===== config.mk =====
export PLATFORM = sky130hd
export DESIGN_NAME = hta_ctrl
export DESIGN_NICKNAME = d
export VERILOG_FILES = /design/src/hw/rtl/handle_table_allocator_top_macros.svh /design/src/hw/rtl/hta_pkg.sv /design/src/hw/rtl/hta_ctrl.sv
export SDC_FILE = /design/constraint.sdc
export NUM_CORES = 1
export LEC_CHECK = 0
export BUFFER_PORTS_ARGS = -buffer_cell sky130_fd_sc_hd__buf_2
export CAP_MARGIN = 40
export CORE_AREA = 2 2 39 41
export DETAILED_ROUTE_END_ITERATION = 8
export DIE_AREA = 0 0 41 43
export GPL_TIMING_DRIVEN = 0
export SYNTH_ARGS = -nofsm -noshare
export SYNTH_HDL_FRONTEND = slang
export SYNTH_SLANG_ARGS = --single-unit

===== constraint.sdc =====
create_clock -name clock -period 1.5 [get_ports clock]
set_input_delay 0.3 -clock clock [delete_from_list [all_inputs] [get_ports clock]]
set_output_delay 0.3 -clock clock [all_outputs]
set_load 0.02 [all_outputs]

===== src/hw/rtl/handle_table_allocator_top_macros.svh =====
// ----------------------------------------------------------------------------
// Handle table allocator assertion macros
// Shared assertion forms, clocked on clock and disabled while reset is high.
// ----------------------------------------------------------------------------
`ifndef HANDLE_TABLE_ALLOCATOR_TOP_MACROS_SVH
`define HANDLE_TABLE_ALLOCATOR_TOP_MACROS_SVH

// Same-cycle implication.
`define HTA_ASSERT_IMPL(label, ante, cons) \
   label: assert property (@(posedge clock) disable iff (reset) (ante) |-> (cons)) \
      else $error("handle table allocator check failed");

// Next-cycle implication.
`define HTA_ASSERT_NEXT(label, ante, cons) \
   label: assert property (@(posedge clock) disable iff (reset) (ante) |=> (cons)) \
      else $error("handle table allocator check failed");

`endif


===== src/hw/rtl/hta_pkg.sv =====
// ----------------------------------------------------------------------------
// Handle table allocator package
// Widths, command codes, controller states and control/status structs.
// ----------------------------------------------------------------------------
`default_nettype none

package hta_pkg;

   localparam int CMD_BITS        = 2;
   localparam int HANDLE_BITS     = 13;
   localparam int VALUE_BITS      = 32;
   localparam int TABLE_DEPTH_DEF = 4096;

   localparam logic [CMD_BITS-1:0] CMD_ADD    = 2'd0;
   localparam logic [CMD_BITS-1:0] CMD_DELETE = 2'd1;
   localparam logic [CMD_BITS-1:0] CMD_GET    = 2'd2;

   typedef enum logic [2:0] {
      ST_CLEAR,
      ST_IDLE,
      ST_EVAL,
      ST_SCAN,
      ST_RESP
   } state_type;

   typedef struct packed {
      logic clear;
      logic accept;
      logic eval;
      logic scan;
      logic load;
   } ctl_type;

   typedef struct packed {
      logic clear_done;
      logic need_scan;
      logic scan_done;
      logic out_free;
   } dp_status_type;

endpackage

`default_nettype wire


===== src/hw/rtl/hta_ctrl.sv =====
// ----------------------------------------------------------------------------
// Handle table allocator controller
// Sequences the clearing pass, request intake, evaluation, scan and response.
// ----------------------------------------------------------------------------
`default_nettype none

module hta_ctrl (
   input  wire logic                  clock,
   input  wire logic                  reset,
   input  wire logic                  req_valid,
   output logic                       req_ready,
   input  wire hta_pkg::dp_status_type st,
   output hta_pkg::ctl_type           ctl
);
   import hta_pkg::*;

   state_type state_ff;
   state_type state_in;

   always_ff @(posedge clock) begin
      if (reset) begin
         state_ff <= ST_CLEAR;
      end else begin
         state_ff <= state_in;
      end
   end

   always_comb begin
      state_in  = state_ff;
      ctl       = '0;
      req_ready = 1'b0;
      case (state_ff)
         ST_CLEAR: begin
            ctl.clear = 1'b1;
            if (st.clear_done) begin
               state_in = ST_IDLE;
            end
         end
         ST_IDLE: begin
            req_ready  = 1'b1;
            ctl.accept = req_valid;
            if (req_valid) begin
               state_in = ST_EVAL;
            end
         end
         ST_EVAL: begin
            ctl.eval = 1'b1;
            state_in = st.need_scan ? ST_SCAN : ST_RESP;
         end
         ST_SCAN: begin
            ctl.scan = 1'b1;
            if (st.scan_done) begin
               state_in = ST_RESP;
            end
         end
         ST_RESP: begin
            if (st.out_free) begin
               ctl.load = 1'b1;
               state_in = ST_IDLE;
            end
         end
         default: begin
            state_in = ST_CLEAR;
         end
      endcase
   end

endmodule

`default_nettype wire


==> flow_summary_export.csv, run 1 <==
group,metric,value,unit
cells_and_area,largest_reg_flops,3,
clocking,numCtsBuffers,3,
sta,slew_violations,0,
power_and_ir_drop,p_total,441,uW
synth,synth.net_count,39,
die,die_w,41,um
critical_path,crit_chain,"buf_6, nor3b_4, and2_4, buf_6",
synth,yosysWarnings,0,
synth,synth_cells,32,
sta,fmax,0.683,GHz
global_routing,grt_pass1_vias,258,
sta,finalSetupViolCount,0,
die,die_area,0.00176,sq mm
critical_path,end_kind,"output pin",
clocking,clk_latency,0.23,ns
critical_path,cpMaxStageDelayCell,"dfxtp_2",
power_and_ir_drop,power.density,1180,mW/mm^2
run,maxCapViolCount,0,
cells_and_area,antenna_cells,0,
cells_and_area,syn_to_final_growth,54.1,%
synth,synth_edf_count,0,
synth,syn_area,243,sq um
global_routing,grt_usage,7.82,%
detailed_routing,via_per_inst,4.21,
power_and_ir_drop,p_leak,0.159,nW
placement,gp_congestion,0.806,
cells_and_area,reg_top3,"state_ff (3)",
sta,fin_crit_sh,97.6,%
sta,final_hold_viol_count,0,
global_routing,antenna_found_initial,0,
synth,synthArstFlopShare,0,%
global_routing,grt_overflow_total,0,
die,start_util,17.5,%
critical_path,crit_top_cell,"buf_6",
critical_path,path_class,"flop to output pin",
critical_path,r2r_cells,4,
clocking,clock_path_buffers,2,
synth,ys_types,23,
power_and_ir_drop,peakVddDrop,0.241,mV
sta,rsz0062_at_grt,"true",
detailed_routing,via_count,265,
clocking,clkTransAtPathRegs,0.04,ns
critical_path,cp_top_family,"flip-flops",
cells_and_area,nets,55,
critical_path,cp-start-kind,"flop",
critical_path,crit_cells,4,
cells_and_area,layout-drive-gt1-share,48.9,%
synth,yosysSeqAreaShare,24.7,%
cells_and_area,mostFrequentLayoutCell,"buf_2",
sta,skew,0.000468,ns
clocking,cts_tree,"yes",
die,io_pins,13,
detailed_routing,first_iter_violations,0,
critical_path,slowest_delay,0.34,ns
sta,fin_crit,1.46,ns
outcome,status,"complete, no violations",
clocking,htreeDepth,1,
hold_path,holdCritPathClass,"input pin to flop",
die,dieHeight,43,um
detailed_routing,drcViolationCount,0,
cells_and_area,max_flop_register,"state_ff",
clocking,cts.sinks,3,
synth,synth_area_leaders,"dfxtp_1, nor3b_1, and4bb_2, buf_6, nor2_1",
synth,synth_top_area_share,24.7,%
synth,yosys.area.top_type,"dfxtp_1",
global_routing,grt_max_degree,13,
sta,fin_tns_setup,0,ns
die,num_rows,14,
detailed_routing,ant_nets,0,
critical_path,arrival,1.16,ns
clocking,cts-root-buf,"clkbuf_4",
synth,syn_avg_cell_area,7.59,sq um
synth,synth_ff_type,"dfxtp_1",
global_routing,grt_first_pass_wirelength,883,um
sta,slew_headroom,81.7,%
hold_path,hold_depth,2,
cells_and_area,layout_common_cells,"buf_2, buf_6, nor2_1, clkbuf_4",
critical_path,worstPathRequired,1.20,ns
die,core,0.00138,sq mm
placement,hpwl,428,um
clocking,hold_buffers,0,
placement,io_buffers,12,
clocking,cts_setup_buffers,0,
sta,worstMarginPinSlew,0.271,ns
critical_path,cp_num_buf_inv,2,
detailed_routing,dr.pass1.iters,1,
critical_path,cp_max_fo,10,
detailed_routing,detail_route.wl_per_cell,9.19,um
synth,synth.ff_latch_count,3,
detailed_routing,drt-total-wl,579,um
==> final cells by class <==
class	count	area, sq um
plain buffers	2	22.5
flip-flops and latches	3	62.6
repair buffers	12	66.3
fillers	154	1010
clock buffers	4	26.3
well taps	16	20.0
multi-input cells	24	169
inverters	2	7.51
==> logic make-up (layout without fill, tap and decap cells) <==
logic type | after synthesis | count (layout) | share of synthesized area [%]
flip-flops | 3 | 3 | 24.7
AO/OA/AOI/OAI | 6 | 6 | 15.5
multiplexers | 1 | 1 | 4.12
AND/OR/NAND/NOR | 17 | 17 | 44.3
buffers and inverters | 5 | 20 | 11.3
==> timing repair <==
action,4_1_cts,5_1_grt
gates resized for setup,3,5
setup endpoints to repair,2,2
pin swaps,0,1
==> metrics by stage <==
step / instances / setup WS, ns / util (%) / area [sq um] / hold WS (ns)
after floorplan: 32 / 0.0227 / - / 248 / 0.367
after global placement: 60 / 0.138 / 23.7 / 328 / 0.511
after detailed placement: 60 / 0.127 / 23.7 / 328 / 0.512
after CTS: 63 / 0.0129 / 25.9 / 358 / 0.264
after global routing: 63 / -0.0233 / 27.0 / 374 / 0.258
final: 63 / 0.0367 / 27.0 / 374 / 0.261
==> per-layer routing <==
layer	part of all wire (%)	track usage [%]	up-vias
met1	45	7.69	116
met4	0	8.00	0
met3	6.4	3.14	0
met5	0	0	-
li1	-	-	143
met2	48	11.3	6
==> report_power, final <==
| group | internal, mW | switching [mW] | leakage [nW] |
|---|---|---|---|
| Combinational | 0.0944 | 0.0990 | 0.119 |
| Sequential | 0.0936 | 0.0124 | 0.0253 |
| Clock | 0.0997 | 0.0417 | 0.0150 |
| Total | 0.288 | 0.153 | 0.159 |
==> synthesized netlist by cell type, drive strengths merged (2+ instances only) <==
library cell and number:
a21oi 2, buf 2, dfxtp 3, inv 2
nand3 2, nor2 4, nor3 2, nor3b 2
==> worst paths after layout <==
check                            from                        to  slack [ns]
max          state_ff[0]$_SDFFE_PP0P_                    ctl[3]        0.04
max reg2reg  state_ff[1]$_SDFFE_PP0P_  state_ff[2]$_SDFFE_PP0P_        0.29
min reg2reg  state_ff[2]$_SDFFE_PP0P_  state_ff[1]$_SDFFE_PP0P_        0.58
min                             reset  state_ff[2]$_SDFFE_PP0P_        0.26
No activity file was read; power rests on OpenSTA's default activity.
==> inputs of run 2 (changes only) <==
PLACE_DENSITY = 0.46   (was not set)
==> flow_summary_export.csv, run 2 (same netlist as run 1, synthesis figures left out) <==
group,metric,value,unit
placement,hpwl,449,um
critical_path,cp-start-kind,"flop",
clocking,numCtsBuffers,3,
detailed_routing,dr.pass1.iters,3,
power_and_ir_drop,power.density,1190,mW/mm^2
cells_and_area,nets,57,
critical_path,arrival,1.11,ns
clocking,cts_tree,"yes",
detailed_routing,ant_nets,0,
clocking,cts-root-buf,"clkbuf_4",
detailed_routing,via_count,262,
critical_path,worstPathRequired,1.20,ns
clocking,htreeDepth,1,
hold_path,holdCritPathClass,"input pin to flop",
critical_path,cpMaxStageDelayCell,"dfxtp_1",
global_routing,grt_first_pass_wirelength,807,um
power_and_ir_drop,pwr-share-comb,45.8,%
cells_and_area,multi_input_area,166,sq um
cells_and_area,antenna_cells,0,
critical_path,slowest_delay,0.31,ns
cells_and_area,nFillCells,157,
clocking,clk_latency,0.23,ns
detailed_routing,via_per_inst,4.03,
power_and_ir_drop,pwr-share-seq,22.8,%
die,core,0.00138,sq mm
cells_and_area,reg_top3,"state_ff (3)",
run,maxCapViolCount,0,
power_and_ir_drop,p_leak,0.167,nW
clocking,hold_buffers,0,
cells_and_area,max_flop_register,"state_ff",
power_and_ir_drop,p_clk_share,31.4,%
detailed_routing,drt-total-wl,610,um
sta,slew_violations,0,
cells_and_area,largest_reg_flops,3,
critical_path,cp_top_family,"buffers and inverters",
critical_path,end_kind,"output pin",
die,dieHeight,43,um
critical_path,crit_chain,"buf_6, inv_1, nor3b_1, buf_2",
clocking,clkTransAtPathRegs,0.04,ns
power_and_ir_drop,p_total,452,uW
power_and_ir_drop,swShare,34.8,%
sta,fmax,0.707,GHz
sta,finalSetupViolCount,0,
cells_and_area,layout_common_cells,"buf_2, nor2_1, clkbuf_4",
detailed_routing,detail_route.wl_per_cell,9.38,um
sta,rsz0062_at_grt,"false",
sta,worstMarginPinSlew,0.305,ns
global_routing,grt_usage,7.12,%
cells_and_area,final_cells,65,
sta,final_hold_viol_count,0,
global_routing,grt_max_degree,13,
placement,dp_cells,60,
power_and_ir_drop,intPower,295,uW
power_and_ir_drop,peakVddDrop,0.267,mV
detailed_routing,drcViolationCount,0,
sta,fin_crit_sh,94.3,%
critical_path,path_class,"flop to output pin",
global_routing,grt_overflow_total,0,
die,start_util,17.5,%
sta,slew_headroom,79.4,%
die,num_rows,14,
critical_path,cp_max_fo,9,
sta,fin_crit,1.41,ns
cells_and_area,seqCellArea,62.6,sq um
detailed_routing,first_iter_violations,2,
outcome,status,"complete, no violations",
clocking,clock_path_buffers,2,
die,die_area,0.00176,sq mm
cells_and_area,syn_to_final_growth,56.7,%
power_and_ir_drop,power_switching,157,uW
placement,io_buffers,12,
die,io_pins,13,
clocking,cts.sinks,3,
global_routing,antenna_found_initial,0,
sta,fin_tns_setup,0,ns
placement,gp_congestion,0.743,
critical_path,cp_num_buf_inv,3,
cells_and_area,mostFrequentLayoutCell,"buf_2",
cells_and_area,layout-drive-gt1-share,49.0,%
sta,skew,0.00382,ns
global_routing,grt_pass1_vias,206,
die,die_w,41,um
run 2: cell types whose count changed in the layout (fill, tap and decap cells not counted), sizes merged:
cell	previous run	this run
buf	14	16
run 2: cell type report:
cell class | count | share of cell area (%)
Multi-Input combinational cell | 24 | 43.8
Timing Repair Buffer | 14 | 19.7
Sequential cell | 3 | 16.4
Clock buffer | 4 | 6.91
Buffer | 2 | 5.92
Tap cell | 16 | 5.26
Inverter | 2 | 1.97
run 2: final timing paths:
check | endpoint | slack, ns | cells past startpoint | startpoint
worst min-delay path | state_ff[2]$_SDFFE_PP0P_ | 0.26 | 2 | reset
worst min register to register | state_ff[1]$_SDFFE_PP0P_ | 0.59 | 3 | state_ff[1]$_SDFFE_PP0P_
worst max-delay path | ctl[1] | 0.09 | 4 | state_ff[1]$_SDFFE_PP0P_
worst max register to register | state_ff[2]$_SDFFE_PP0P_ | 0.29 | 4 | state_ff[0]$_SDFFE_PP0P_
run 2: routing by layer:
layer  global-route usage [%]  vias up  wire [um]
li1                         -      146          -
met3                     1.57        2         29
met1                     9.94      104        302
met2                     8.75       10        262
met4                     6.00        0         16
met5                        0        -          0
run 2: through the flow:
stage | hold slack [ns] | util [%] | instance area [sq um] | setup slack (ns)
global route | 0.270 | 27.5 | 380 | 0.0202
finish | 0.263 | 27.5 | 380 | 0.0858
floorplan | 0.367 | - | 248 | 0.0227
CTS | 0.273 | 25.9 | 358 | 0.00747
detailed placement | 0.516 | 23.7 | 328 | 0.123
global placement | 0.515 | 23.7 | 328 | 0.120
run 2: timing repair:
action                                 in CTS  in global routing
pin swaps                                   0                  0
buffers inserted                            0                  1
endpoints found under the hold margin       0                  0
setup endpoints to repair                   3                  2
cloned                                      0                  1
gates resized for setup                     3                  3
run 2: power by group through the flow:
stage	registers [mW]	logic [mW]	clock network (mW)
2_1_floorplan	0.0986	0.127	0
3_3_place_gp	0.101	0.174	0
3_5_place_dp	0.100	0.175	0
4_1_cts	0.105	0.179	0.143
5_1_grt	0.104	0.224	0.154
6_report	0.103	0.207	0.142
==> inputs of run 3 (changes only) <==
ABC_AREA = 1   (was not set)
PLACE_DENSITY = 0.52   (was 0.46)
==> flow_summary_export.csv, run 3 <==
group,metric,value,unit
outcome,status,"complete, no violations",
cells_and_area,nets,75,
placement,dp_cells,77,
synth,yosys.area.top_type,"dfxtp_1",
cells_and_area,largest_reg_flops,3,
die,die_area,0.00176,sq mm
sta,finalSetupViolCount,0,
synth,syn_avg_cell_area,6.51,sq um
synth,synth_commonest_cells,"inv_1, nand2_1, nor2_1",
sta,slew_headroom,87.7,%
hold_path,hp-start,"reset",
detailed_routing,dr.pass1.iters,4,
detailed_routing,drcViolationCount,0,
die,io_pins,13,
synth,synth_edf_count,0,
clocking,hold_buffers,0,
power_and_ir_drop,p_leak,0.256,nW
detailed_routing,ant_nets,0,
detailed_routing,via_count,328,
power_and_ir_drop,pwr-share-seq,13.9,%
cells_and_area,final_cells,83,
power_and_ir_drop,swShare,47.3,%
die,die_w,41,um
clocking,cts-root-buf,"clkbuf_4",
run,maxCapViolCount,0,
placement,hpwl,468,um
synth,synth_most_common_cell,"inv_1",
placement,io_buffers,12,
synth,synthArstFlopShare,0,%
synth,synth.ff_latch_count,3,
synth,synth.net_count,56,
global_routing,antenna_found_initial,0,
power_and_ir_drop,p_clk_share,15.9,%
global_routing,grt_pass1_vias,271,
synth,synth_area_leaders,"dfxtp_1, nor2_4, inv_1, nand2_1, nand2_2",
global_routing,grt_usage,8.92,%
clocking,clk_latency,0.23,ns
critical_path,r2r_cells,9,
critical_path,worstPathRequired,1.20,ns
global_routing,grt_overflow_total,0,
placement,gp_congestion,0.719,
synth,ys_types,15,
synth,yosysSeqAreaShare,18.8,%
critical_path,timing.rr.end,"state_ff[2]$_SDFFE_PP0P_",
cells_and_area,max_flop_register,"state_ff",
synth,synth_top_area_share,18.8,%
critical_path,slowest_delay,0.30,ns
clocking,clock_path_buffers,2,
clocking,cts_tree,"yes",
hold_path,holdCritPathClass,"input pin to flop",
clocking,htreeDepth,1,
synth,yosysWarnings,0,
critical_path,cp_top_family,"buffers and inverters",
critical_path,r2r_slack,0.34,ns
detailed_routing,first_iter_violations,2,
synth,synth_ff_type,"dfxtp_1",
clocking,numCtsBuffers,3,
sta,fin_tns_setup,0,ns
cells_and_area,syn_to_final_growth,47.8,%
critical_path,path_class,"flop to output pin",
sta,slew_violations,0,
global_routing,grt_first_pass_wirelength,1080,um
power_and_ir_drop,power_switching,408,uW
die,start_util,23.1,%
global_routing,grt_max_degree,10,
sta,fin_crit_sh,95.9,%
hold_path,hold_end,"state_ff[2]$_SDFFE_PP0P_",
clocking,cts.sinks,3,
cells_and_area,final_util,34.1,%
power_and_ir_drop,power.density,1830,mW/mm^2
power_and_ir_drop,peakVddDrop,0.462,mV
sta,worstMarginPinSlew,0.184,ns
sta,skew,0.00208,ns
sta,fin_crit,1.44,ns
critical_path,arrival,1.14,ns
synth,syn_area,319,sq um
die,dieHeight,43,um
detailed_routing,detail_route.wl_per_cell,7.95,um
power_and_ir_drop,pwr-share-comb,70.2,%
critical_path,r2r_start,"state_ff[2]$_SDFFE_PP0P_",
critical_path,cp_max_fo,5,
sta,final_hold_viol_count,0,
critical_path,cpMaxStageDelayCell,"dfxtp_1",
sta,rsz0062_at_grt,"false",
detailed_routing,drt-total-wl,660,um
sta,fmax,0.695,GHz
critical_path,cp_num_buf_inv,3,
cells_and_area,mostFrequentLayoutCell,"buf_2",
cells_and_area,antenna_cells,0,
die,core,0.00138,sq mm
clocking,clkTransAtPathRegs,0.03,ns
critical_path,crit_chain,"buf_6, buf_12, nor3_2, buf_2",
critical_path,end_kind,"output pin",
die,num_rows,14,
cells_and_area,layout_common_cells,"buf_2, inv_1, nand2_1",
critical_path,cp-start-kind,"flop",
cells_and_area,layout-drive-gt1-share,53.7,%
hold_path,hold_depth,4,
synth,synth_cells,49,
cells_and_area,reg_top3,"state_ff (3)",
power_and_ir_drop,intPower,455,uW
detailed_routing,via_per_inst,3.95,
==> run 3: changes by cell type after synthesis, sizes merged, moves of 2 or more <==
cell,delta
nor2,+10
nand2,+10
nor4,+2
nor3b,-2
a21oi,-2
inv,+8
==> run 3: timing repair <==
item / in CTS / in global routing
pin swaps: 0 / 1
hold endpoints to repair: 0 / 0
setup buffers: 2 / 0
setup endpoints to repair: 1 / 2
gates resized for setup: 0 / 3
==> run 3: cell families after synthesis <==
logic type	Yosys count	synth area share, %
and+or+nand+nor	32	58.4
AOI/OAI and AO/OA	1	1.57
DFF	3	18.8
buffers and inverters	13	21.2
==> run 3: worst reg2reg max path: stages, from the launching register on <==
cell     delay, ns
dfxtp_1       0.31
buf_6         0.12
buf_4         0.11
nor2_1        0.03
nand3_1       0.07
nand2_1       0.08
nor2_4        0.16
nand2_1       0.07
nand2_1       0.07
nor2_2        0.03
==> run 3: power by group through the flow <==
stage	registers (mW)	logic, mW	clock network [mW]
2_1_floorplan	0.118	0.448	0
4_1_cts	0.117	0.597	0.144
5_1_grt	0.122	0.662	0.152
3_5_place_dp	0.118	0.552	0
6_report	0.120	0.606	0.137
3_3_place_gp	0.118	0.548	0
==> run 3: layout make-up <==
class / count / area [sq um]
Sequential cell: 3 / 60.1
Clock buffer: 4 / 26.3
Buffer: 3 / 33.8
Fill cell: 165 / 912
Multi-Input combinational cell: 33 / 204
Inverter: 10 / 37.5
Tap cell: 16 / 20.0
Timing Repair Buffer: 14 / 90.1
==> run 3: how the worst max path moves through the flow <==
stage | depth (start not counted) | start | endpoint
2_1_floorplan | 3 | state_ff[2]$_SDFFE_PP0P_ | ctl[0]
4_1_cts | 4 | state_ff[0]$_SDFFE_PP0P_ | ctl[3]
3_3_place_gp | 4 | state_ff[2]$_SDFFE_PP0P_ | ctl[0]
5_1_grt | 4 | state_ff[2]$_SDFFE_PP0P_ | req_ready
3_5_place_dp | 4 | state_ff[2]$_SDFFE_PP0P_ | ctl[0]
6_report | 4 | state_ff[2]$_SDFFE_PP0P_ | req_ready
==> run 3: metrics by stage <==
stage | cell area, sq um | power [mW] | hold WS, ns | worst slack, ns
after floorplan | 325 | 0.566 | 0.481 | 0.0172
after global placement | 405 | 0.666 | 0.584 | 0.254
after detailed placement | 405 | 0.670 | 0.583 | 0.243
after CTS | 459 | 0.857 | 0.342 | 0.00168
after global routing | 472 | 0.937 | 0.356 | 0.0118
final | 472 | 0.863 | 0.346 | 0.0619
==> run 3: per-layer routing <==
layer	share of wire, %	global-route usage [%]	up-vias
met5	0	0	-
met2	44	13.1	12
met4	2.6	6.00	0
met3	6.7	0	2
met1	46	12.1	134
li1	-	-	180
